$ cat config.mk
export PLATFORM = sky130hd
export DESIGN_NAME = mpbm_ctrl
export DESIGN_NICKNAME = d
export VERILOG_FILES = /design/src/design/mpbm_pkg.sv /design/src/design/mpbm_ctrl.sv
export SDC_FILE = /design/constraint.sdc
export NUM_CORES = 1
export LEC_CHECK = 0
export ABC_AREA = 1
export BUFFER_PORTS_ARGS = -buffer_cell sky130_fd_sc_hd__buf_4
export CAP_MARGIN = 5
export CORE_MARGIN = 3
export CORE_UTILIZATION = 35
export CTS_BUF_LIST = sky130_fd_sc_hd__clkbuf_8
export DETAILED_ROUTE_END_ITERATION = 8
export PLACE_DENSITY = 0.67
export SYNTH_ARGS = -nofsm -noshare
export SYNTH_HDL_FRONTEND = slang
export SYNTH_SLANG_ARGS = --single-unit
$ cat constraint.sdc
create_clock -name clk -period 1.6 [get_ports clk]
set_input_delay 0 -clock clk [delete_from_list [all_inputs] [get_ports clk]]
set_output_delay 0 -clock clk [all_outputs]
set_load 0.05 [all_outputs]
$ cat src/design/mpbm_pkg.sv
// Shared constants, codes and controller/datapath interface types for the byte matcher.
package mpbm_pkg;

	localparam int MAX_NODES       = 1024;
	localparam int NODE_W          = $clog2(MAX_NODES);
	localparam int NCNT_W          = NODE_W + 1;
	localparam int TT_DEPTH        = MAX_NODES * 256;
	localparam int TT_AW           = $clog2(TT_DEPTH);
	localparam int MAX_PATTERNS    = 64;
	localparam int PID_W           = 6;
	localparam int PLINK_W         = PID_W + 1;
	localparam logic [PLINK_W-1:0] NO_PAT = PLINK_W'(MAX_PATTERNS);
	localparam int MAX_PATTERN_LEN = 256;
	localparam int LEN_W           = 9;
	localparam logic [LEN_W-1:0] LEN_MAX    = LEN_W'(MAX_PATTERN_LEN);
	localparam logic [LEN_W-1:0] LEN_POISON = LEN_W'(MAX_PATTERN_LEN + 1);
	localparam int POS_W           = 48;
	localparam int START_W         = POS_W + 1;
	localparam int RCNT_W          = 7;
	localparam int NW_W            = 2 * PLINK_W;

	localparam logic [1:0] REQ_ADD   = 2'd0;
	localparam logic [1:0] REQ_BUILD = 2'd1;
	localparam logic [1:0] REQ_SCAN  = 2'd2;

	localparam logic [1:0] KIND_MATCH   = 2'd0;
	localparam logic [1:0] KIND_STORED  = 2'd1;
	localparam logic [1:0] KIND_REFUSED = 2'd2;
	localparam logic [1:0] KIND_BUILT   = 2'd3;

	typedef enum logic [4:0] {
		CMD_IDLE, CMD_CLR,
		CMD_ADD0, CMD_ADD1, CMD_ADD2, CMD_ADD3, CMD_ADD4,
		CMD_BINIT, CMD_BR0, CMD_BR1,
		CMD_BU0, CMD_BU1, CMD_BU2, CMD_BU3,
		CMD_BC0, CMD_BC1, CMD_BC2,
		CMD_BFIN, CMD_BDONE,
		CMD_S0, CMD_S1, CMD_N0, CMD_N1, CMD_P0, CMD_P1,
		CMD_FIN
	} cmd_t;

	typedef struct packed {
		logic       clr_last;
		logic [1:0] in_req;
		logic       built;
		logic       in_end;
		logic       c_last;
		logic       q_more;
		logic       p_ok;
		logic       link_ok;
		logic       blocked;
	} stat_t;

endpackage

$ cat src/design/mpbm_ctrl.sv
// Sequencing state machine for insert, build and scan transactions.
module mpbm_ctrl (
	input  logic           clk,
	input  logic           arst_n,
	input  logic           s_tvalid,
	input  mpbm_pkg::stat_t st,
	output mpbm_pkg::cmd_t  cmd
);

	typedef enum logic [4:0] {
		ST_IDLE, ST_CLR,
		ST_ADD0, ST_ADD1, ST_ADD2, ST_ADD3, ST_ADD4,
		ST_BINIT, ST_BR0, ST_BR1,
		ST_BU0, ST_BU1, ST_BU2, ST_BU3,
		ST_BC0, ST_BC1, ST_BC2,
		ST_BFIN, ST_BDONE,
		ST_S0, ST_S1, ST_N0, ST_N1, ST_P0, ST_P1,
		ST_FIN
	} state_t;

	state_t state_q;

	always_ff @(posedge clk or negedge arst_n) begin
		if (!arst_n) begin
			state_q <= ST_CLR;
		end else begin
			unique case (state_q)
				ST_CLR: begin
					if (st.clr_last) state_q <= ST_IDLE;
				end
				ST_IDLE: begin
					if (s_tvalid) begin
						unique case (st.in_req)
							mpbm_pkg::REQ_ADD:   state_q <= ST_ADD0;
							mpbm_pkg::REQ_BUILD: state_q <= st.built ? ST_BDONE : ST_BINIT;
							mpbm_pkg::REQ_SCAN:  state_q <= ST_S0;
							default:             state_q <= ST_IDLE;
						endcase
					end
				end
				ST_ADD0: state_q <= ST_ADD1;
				ST_ADD1: state_q <= st.in_end ? ST_ADD2 : ST_FIN;
				ST_ADD2: state_q <= ST_ADD3;
				ST_ADD3: state_q <= ST_ADD4;
				ST_ADD4: state_q <= ST_FIN;
				ST_BINIT: state_q <= ST_BR0;
				ST_BR0: state_q <= ST_BR1;
				ST_BR1: begin
					if (!st.c_last) state_q <= ST_BR0;
					else state_q <= st.q_more ? ST_BU0 : ST_BFIN;
				end
				ST_BU0: state_q <= ST_BU1;
				ST_BU1: state_q <= ST_BU2;
				ST_BU2: state_q <= ST_BU3;
				ST_BU3: state_q <= ST_BC0;
				ST_BC0: state_q <= ST_BC1;
				ST_BC1: state_q <= ST_BC2;
				ST_BC2: begin
					if (!st.c_last) state_q <= ST_BC0;
					else state_q <= st.q_more ? ST_BU0 : ST_BFIN;
				end
				ST_BFIN: state_q <= ST_FIN;
				ST_BDONE: state_q <= ST_FIN;
				ST_S0: state_q <= st.built ? ST_S1 : ST_FIN;
				ST_S1: state_q <= ST_N0;
				ST_N0: state_q <= ST_N1;
				ST_N1: state_q <= ST_P0;
				ST_P0: begin
					priority if (st.p_ok) state_q <= ST_P1;
					else if (st.link_ok) state_q <= ST_N0;
					else state_q <= ST_FIN;
				end
				ST_P1: begin
					if (!st.blocked) state_q <= ST_P0;
				end
				ST_FIN: begin
					if (!st.blocked) state_q <= ST_IDLE;
				end
				default: state_q <= ST_IDLE;
			endcase
		end
	end

	always_comb begin
		unique case (state_q)
			ST_IDLE:  cmd = mpbm_pkg::CMD_IDLE;
			ST_CLR:   cmd = mpbm_pkg::CMD_CLR;
			ST_ADD0:  cmd = mpbm_pkg::CMD_ADD0;
			ST_ADD1:  cmd = mpbm_pkg::CMD_ADD1;
			ST_ADD2:  cmd = mpbm_pkg::CMD_ADD2;
			ST_ADD3:  cmd = mpbm_pkg::CMD_ADD3;
			ST_ADD4:  cmd = mpbm_pkg::CMD_ADD4;
			ST_BINIT: cmd = mpbm_pkg::CMD_BINIT;
			ST_BR0:   cmd = mpbm_pkg::CMD_BR0;
			ST_BR1:   cmd = mpbm_pkg::CMD_BR1;
			ST_BU0:   cmd = mpbm_pkg::CMD_BU0;
			ST_BU1:   cmd = mpbm_pkg::CMD_BU1;
			ST_BU2:   cmd = mpbm_pkg::CMD_BU2;
			ST_BU3:   cmd = mpbm_pkg::CMD_BU3;
			ST_BC0:   cmd = mpbm_pkg::CMD_BC0;
			ST_BC1:   cmd = mpbm_pkg::CMD_BC1;
			ST_BC2:   cmd = mpbm_pkg::CMD_BC2;
			ST_BFIN:  cmd = mpbm_pkg::CMD_BFIN;
			ST_BDONE: cmd = mpbm_pkg::CMD_BDONE;
			ST_S0:    cmd = mpbm_pkg::CMD_S0;
			ST_S1:    cmd = mpbm_pkg::CMD_S1;
			ST_N0:    cmd = mpbm_pkg::CMD_N0;
			ST_N1:    cmd = mpbm_pkg::CMD_N1;
			ST_P0:    cmd = mpbm_pkg::CMD_P0;
			ST_P1:    cmd = mpbm_pkg::CMD_P1;
			ST_FIN:   cmd = mpbm_pkg::CMD_FIN;
			default:  cmd = mpbm_pkg::CMD_IDLE;
		endcase
	end

endmodule

# == After elaboration in Yosys (flattened, before gate mapping) ==
# Memories as Yosys holds them, arrays and structs flattened.
# Cells that the tools add are included.
# word_totals
romBits,160
memories,1
reg_bits,5
wordCells,51
out_inout_bits,5
# op_classes
eq_ne,31
n_reduce_logical,4
muxes,14
# mem_list
name,words,word_bits,read_ports,rd_clocked_by_memory_dff,wr,line_no,source
(name not given),32,5,1,0,0,mpbm_ctrl.sv:85,unique case (state_q)
# op_table
cell,n
one-hot mux 5 bit (24 select lines),1
"== test 5 bit, second input constant",10
two-way mux 5 bit,9
"== test 5 x 4 -> 1 bit, second input constant",8
"== test 5 x 3 -> 1 bit, second input constant",4
one-hot mux 5 bit (3 select lines),1
two-way mux 4 bit,3
"== test 5 x 2 -> 1 bit, second input constant",2
"inequality test 2 bit, second input constant",4
"== test 5 x 1 -> 1 bit, second input constant",1
logical NOT 5 bit,1
AND reduction 4 bit,1
OR reduction 3 bit,1
"== test 2 x 1 -> 1 bit, second input constant",1
"== test 2 bit, second input constant",1
logical NOT 2 bit,1

# == Depth between registers and ports, before layout ==
# Gate-level depths: netlist of run 1.
# logic_depth
ltp_word,4
mapped_depth,10

# == Least setup slack after synthesis of run 1 ==
# OpenSTA, ideal clock, no wires.
# synth_path
path_type,register to output
from,register state_q[2]
to,output cmd[3]
slack_ns,-0.130
stages_incl_launch_ff,4
arrival_time_ns,1.730
path_buffers,0
required_time_ns,1.600
path_cell_list,dfrtp_1 > inv_2 > nand2_2 > o21ai_0
# synth_via
elab_chain_cells,1
# synth_lines
element,line_no,source
from (decl),mpbm_ctrl.sv:21,state_t state_q;
from (signal assigned),mpbm_ctrl.sv:35,mpbm_pkg::REQ_BUILD: state_q <= st.built ? ST_BDONE : ST_BINIT;
from (signal assigned),mpbm_ctrl.sv:42,ST_ADD1: state_q <= st.in_end ? ST_ADD2 : ST_FIN;
from (signal assigned),mpbm_ctrl.sv:50,else state_q <= st.q_more ? ST_BU0 : ST_BFIN;
memory read (32 x 5 bit),-,
to (decl),mpbm_ctrl.sv:7,output mpbm_pkg::cmd_t cmd
# Every way passes these cells.

# == Worst setup path after layout of run 1 ==
# layout_path
from,register state_q[0]
to,register state_q[0]
# layout_via
elab_chain_cells,3
word_cells_on_any_way,33
classes_between,29 x eq/ne; 1 x mux; 3 x reduce/logical
# layout_lines
element,line_no,source
== test 5 bit (tied with other cells),mpbm_ctrl.sv:27,unique case (state_q)
OR reduction 3 bit (no line) or inequality test 2 bit (tied branches),-,
one-hot mux 5 bit (24 select lines) or AND reduction 4 bit (tied branches),-,
# Several ways; a longest one is shown, not always the timed one.
# A chain may end at the register's enable or synchronous reset.

==> flow_metrics.env, run 1 <==
export IMPL_yosys_area_top_type_share_pct=16.7
export IMPL_wl_per_cell_um=11.8
export IMPL_relSlewSlack_pct=79.5
export IMPL_fin_util_pct=52.2
export IMPL_intPower_uw=821
export IMPL_path_class="reg2reg"
export IMPL_vias_per_cell=5.23
export IMPL_drv_cap=0
export IMPL_regMostFlops="state_q"
export IMPL_crit_path_start_kind="register"
export IMPL_top_regs="state_q (5)"
export IMPL_required_ps=1760
export IMPL_power_mw=1.93
export IMPL_ir_worst_vdd_uv=1190
export IMPL_antenna_found_initial=0
export IMPL_ys_seq_area_share_pct=17.6
export IMPL_n_fill_cell=188
export IMPL_clk_pin_slew_ps=30
export IMPL_drt_pre_antenna_iters=4
export IMPL_drc_errors=0
export IMPL_synthToLayoutAreaGrowth_pct=33.6
export IMPL_clock_sinks=5
export IMPL_async_flop_share_pct=100
export IMPL_cts_setup_buffers=0
export IMPL_dp_slack_ps=96.0
export IMPL_place_inst=175
export IMPL_yosysMostFrequentCell="nand2_1"
export IMPL_gp_congestion=0.965
export IMPL_cts_buffers=3
export IMPL_hpwlAfterDp_um=1660
export IMPL_setup_violations=0
export IMPL_skew_ps=1.85
export IMPL_ys_flop_type="dfrtp_1"
export IMPL_yosys_top_cells_area="nand2_1 (17%), nand3_1 (15%), dfrtp_1 (14%)"
export IMPL_layout_nets=169
export IMPL_dieArea_sq_um=2640
export IMPL_status="completed"
export IMPL_die_w_um=51.3
export IMPL_reg2reg_depth=8
export IMPL_clock_latency_ps=220
export IMPL_grt_start_max_net_pins=10
export IMPL_synth_seq_cells=5
export IMPL_p_clk_share_pct=11.4
export IMPL_worst_slew_pin_slew_ps=307
export IMPL_diodes=0
export IMPL_die_h_um=51.3
export IMPL_path_max_fanout=5
export IMPL_first_iter_violations=52
export IMPL_port_buffers=17
export IMPL_root_buffer="clkbuf_8"
export IMPL_wirelength_um=2120
export IMPL_avgSynthCellArea_sq_um=5.45
export IMPL_grt_overflow=0
export IMPL_synth_distinct_cells=24
export IMPL_slew_violations=0
export IMPL_synth_area_sq_um=719
export IMPL_synth_area_leader_cell="nand2_1"
export IMPL_rows=15
export IMPL_ios=18
export IMPL_fin_cells=180
export IMPL_hold_viol_final=0
export IMPL_end_kind="register"
export IMPL_synthCells=132
export IMPL_synth_edf_count=0
export IMPL_fin_crit_sh_pct=93.9
export IMPL_drt_antenna_violating_nets=0
export IMPL_rr_startpoint="state_q[0]$_DFFE_PN1P_"
export IMPL_drive_gt1_share_pct=29.7
export IMPL_period_minus_slack_ps=1500
export IMPL_crit_reg2reg_capture="state_q[0]$_DFFE_PN1P_"
export IMPL_hold_slack_ps=166
export IMPL_switching_share_pct=57.5
export IMPL_placed_area_sq_um=888
export IMPL_largest_reg_flops=5
export IMPL_tns_ps=0
export IMPL_rrSetupSlack_ps=100
export IMPL_powerDensity_nw_per_um2=2010
export IMPL_ys_warn_count=0
export IMPL_initial_core_util_pct=39.1
export IMPL_grt_pass1_vias=830
export IMPL_h_tree_depth=1
export IMPL_fin_ws_ps=96.9
export IMPL_min_path_type="in2async"
export IMPL_seqPwrFrac_pct=16.7
export IMPL_core_region_area_sq_um=1840
export IMPL_cts_tree="done"
export IMPL_clk_path_buf_depth=2
export IMPL_vias=942
export IMPL_fin_area_sq_um=961
export IMPL_grt_pass1_wl_um=3370
export IMPL_switchingPower_mw=1.11
export IMPL_critPathArrivalTime_ps=1660
export IMPL_track_usage_pct=16.4
export IMPL_synth_common_cells="nand2_1 (32), nand3_1 (22), nor2_1 (20), inv_1 (10)"
export IMPL_p_leak_nw=0.505
export IMPL_p_comb_share_pct=71.9
export IMPL_syn_nets=145
export IMPL_max_freq_mhz=665
## cell families after synthesis
| group | synth area share, % |
|---|---|
| flops | 17.6 |
| simple gates | 58.4 |
| compound gates | 13.7 |
| buf+inv | 10.3 |
## area by class of cell
| cell class | instances | area, sq um | share of cell area, % |
|---|---|---|---|
| Clock buffer | 3 | 41.3 | 4.30 |
| Inverter | 16 | 61.3 | 6.38 |
| Clock inverter | 1 | 3.75 | 0.391 |
| Timing Repair Buffer | 21 | 160 | 16.7 |
| Sequential cell | 5 | 126 | 13.2 |
| Multi-Input combinational cell | 109 | 537 | 55.9 |
| Tap cell | 25 | 31.3 | 3.26 |
## cell usage in the layout, fill, tap and decap left out, types with 3 or more instances in the layout
master,count
o21ai_0,6
a21oi_1,6
nand2_2,3
inv_1,11
inv_2,5
buf_4,20
nor2_2,6
nand2_1,31
clkbuf_8,3
nand3_1,22
nor2_1,20
nand4_1,3
dfrtp_1,4
## per-layer routing
metal | GRT usage [%] | share of wire [%] | wire length [um] | vias up
li1 | - | - | - | 482
met1 | 22.2 | 44 | 942 | 412
met2 | 24.7 | 46 | 978 | 44
met3 | 4.37 | 8.0 | 170 | 4
met4 | 6.55 | 1.5 | 31 | 0
met5 | 0 | 0 | 0 | -
## worst max-delay path: stages, from the launching register on
cell	delay (ps)
dfstp_2	600
inv_1	130
nor2_2	150
inv_1	100
o22ai_2	140
a21oi_2	90
inv_1	120
nand2_1	60
nand2_1	60
## power by group through the flow
stage | clock network (mW) | logic, mW | registers, mW
2_1_floorplan | 0 | 1.03 | 0.270
3_3_place_gp | 0 | 1.34 | 0.318
3_5_place_dp | 0 | 1.33 | 0.315
4_1_cts | 0.228 | 1.33 | 0.314
5_1_grt | 0.244 | 1.52 | 0.335
6_report | 0.220 | 1.39 | 0.323
## worst max-delay path by stage
stage | slack [ps] | cells after the start | endpoint | startpoint
2_1_floorplan | 90 | 2 | cmd[0] | state_q[4]$_DFFE_PN0P_
3_5_place_dp | 100 | 7 | state_q[3]$_DFFE_PN0P_ | state_q[0]$_DFFE_PN1P_
3_3_place_gp | 80 | 7 | state_q[3]$_DFFE_PN0P_ | state_q[0]$_DFFE_PN1P_
5_1_grt | -6 | 8 | state_q[0]$_DFFE_PN1P_ | state_q[0]$_DFFE_PN1P_
4_1_cts | 90 | 7 | state_q[3]$_DFFE_PN0P_ | state_q[0]$_DFFE_PN1P_
6_report | 100 | 8 | state_q[0]$_DFFE_PN1P_ | state_q[0]$_DFFE_PN1P_
## what timing repair did
action | CTS | global route
setup endpoints to repair | 0 | 4
gates resized for setup | 0 | 4
hold buffers | 1 | 0
endpoints found under the hold margin | 5 | 0
(Power assumes the default switching activity.)
==> run 2, diff against run 1 <==
--- a/config.mk
+++ b/config.mk
@@ -6,13 +6,13 @@
 export NUM_CORES = 1
 export LEC_CHECK = 0
 export ABC_AREA = 1
-export BUFFER_PORTS_ARGS = -buffer_cell sky130_fd_sc_hd__buf_4
 export CAP_MARGIN = 5
 export CORE_MARGIN = 3
 export CORE_UTILIZATION = 35
 export CTS_BUF_LIST = sky130_fd_sc_hd__clkbuf_8
 export DETAILED_ROUTE_END_ITERATION = 8
-export PLACE_DENSITY = 0.67
+export DONT_BUFFER_PORTS = 1
+export PLACE_DENSITY = 0.6
 export SYNTH_ARGS = -nofsm -noshare
 export SYNTH_HDL_FRONTEND = slang
 export SYNTH_SLANG_ARGS = --single-unit
==> run 2 against run 1 <==
Combinational power fell by 6%. Total power is 3.6% lower. Register-to-register slack gained 20 ps. Critical endpoint is now state_q[3]$_DFFE_PN0P_. Via count decreased by 3.5%. Wire length decreased by 1.9%.
==> flow_metrics.env, run 2 (synthesis gave the netlist of run 1 again) <==
export IMPL_critPathArrivalTime_ps=1570
export IMPL_min_path_type="in2reg"
export IMPL_gp_congestion=0.957
export IMPL_rrSetupSlack_ps=120
export IMPL_antenna_found_initial=0
export IMPL_worst_slew_pin_slew_ps=321
export IMPL_hold_end="state_q[1]$_DFFE_PN0P_"
export IMPL_core_region_area_sq_um=1840
export IMPL_cts_setup_buffers=0
export IMPL_fin_util_pct=46.1
export IMPL_die_h_um=51.3
export IMPL_wirelength_um=2080
export IMPL_wl_per_cell_um=12.5
export IMPL_initial_core_util_pct=39.1
export IMPL_skew_ps=5.20
export IMPL_final_cell_mix="nand2_1 (31), nand3_1 (22), nor2_1 (20), inv_1 (11)"
export IMPL_n_fill_cell=213
export IMPL_reg2reg_depth=7
export IMPL_hold_slack_ps=53.8
export IMPL_worstHoldPathCells=4
export IMPL_clock_sinks=5
export IMPL_layout_nets=156
export IMPL_diodes=0
export IMPL_fin_crit_sh_pct=92.5
export IMPL_rr_startpoint="state_q[0]$_DFFE_PN1P_"
export IMPL_rows=15
export IMPL_track_usage_pct=16.7
export IMPL_crit_path_start_kind="register"
export IMPL_regMostFlops="state_q"
export IMPL_grt_pass1_wl_um=3440
export IMPL_p_leak_nw=0.437
export IMPL_period_minus_slack_ps=1480
export IMPL_end_kind="register"
export IMPL_slew_violations=0
export IMPL_drt_antenna_violating_nets=0
export IMPL_grt_pass1_vias=834
export IMPL_port_buffers=0
export IMPL_clk_path_buf_depth=2
export IMPL_dieArea_sq_um=2640
export IMPL_multi_input_area_sq_um=522
export IMPL_top_regs="state_q (5)"
export IMPL_drc_errors=0
export IMPL_max_freq_mhz=676
export IMPL_vias=909
export IMPL_largest_reg_flops=5
export IMPL_grt_start_max_net_pins=10
export IMPL_crit_reg2reg_capture="state_q[3]$_DFFE_PN0P_"
export IMPL_drive_gt1_share_pct=21.1
export IMPL_path_class="reg2reg"
export IMPL_powerDensity_nw_per_um2=2190
export IMPL_hp_start="st[3]"
export IMPL_setup_violations=0
export IMPL_path_max_fanout=6
export IMPL_first_iter_violations=48
export IMPL_ir_worst_vdd_uv=1240
export IMPL_root_buffer="clkbuf_8"
export IMPL_status="completed"
export IMPL_clock_latency_ps=220
export IMPL_cts_buffers=3
export IMPL_clk_pin_slew_ps=40
export IMPL_hpwlAfterDp_um=1690
export IMPL_final_seq_area_sq_um=126
export IMPL_h_tree_depth=1
export IMPL_drv_cap=0
export IMPL_drt_pre_antenna_iters=4
export IMPL_synthToLayoutAreaGrowth_pct=17.9
export IMPL_relSlewSlack_pct=78.6
export IMPL_cts_tree="done"
export IMPL_final_common_cell="nand2_1"
export IMPL_required_ps=1690
export IMPL_ios=18
export IMPL_grt_overflow=0
export IMPL_die_w_um=51.3
export IMPL_hold_viol_final=0
export IMPL_vias_per_cell=5.44
## run 2: per-stage QoR
stage,instance area (sq um),setup slack (ps),TNS (ps),total power [mW],cells
floorplan,719,93.8,0,1.30,132
global placement,791,69.0,0,1.61,162
detailed placement,791,94.7,0,1.61,162
CTS,846,82.5,0,1.85,167
global route,848,-1.04,-1.04,2.03,167
finish,848,120,0,1.86,167
## run 2: repair_timing
item                                    4_1_cts  5_1_grt
resized for setup                             0        1
endpoints found under the setup margin        0        2
hold endpoints to repair                      5        0
hold buffers                                  1        0
## run 2: worst max path at each step
stage / startpoint / to / slack [ps] / depth (start not counted)
final: state_q[0]$_DFFE_PN1P_ / state_q[3]$_DFFE_PN0P_ / 120 / 7
after global routing: state_q[0]$_DFFE_PN1P_ / state_q[3]$_DFFE_PN0P_ / -1 / 7
after CTS: state_q[0]$_DFFE_PN1P_ / state_q[3]$_DFFE_PN0P_ / 80 / 7
after detailed placement: state_q[0]$_DFFE_PN1P_ / state_q[3]$_DFFE_PN0P_ / 90 / 7
after global placement: state_q[0]$_DFFE_PN1P_ / state_q[3]$_DFFE_PN0P_ / 70 / 7
after floorplan: state_q[4]$_DFFE_PN0P_ / cmd[0] / 90 / 2
## run 2: layout make-up
cell class / instances / share of cell area [%]
tap: 25 / 3.69
clock buffer: 3 / 4.87
sequential: 5 / 14.9
timing repair buffer: 8 / 7.37
clock inverter: 1 / 0.442
inverter: 16 / 7.23
multi-input combinational: 109 / 61.5
## run 2: critical path, stage by stage (launching register included)
cell and delay (ps):
dfstp_2 590, nand2_2 110, clkinv_2 110, nor2_1 50
nand2_1 100, nand3_1 110, nor3_1 190, nand3_1 90
## run 2: metal layers
layer,global-route usage (%),share of wire (%),wire [um],up-vias
met5,0,0,0,-
met4,7.42,1.8,38,0
met3,3.50,8.2,170,6
met2,26.6,48,991,45
met1,21.5,42,881,401
li1,-,-,-,457
## run 2: where the power goes
part           leakage (nW)  internal [mW]  switching [mW]
clock network        0.0269          0.165          0.0624
registers            0.0615          0.201           0.129
logic                 0.349          0.411           0.894
total                 0.437          0.776            1.09
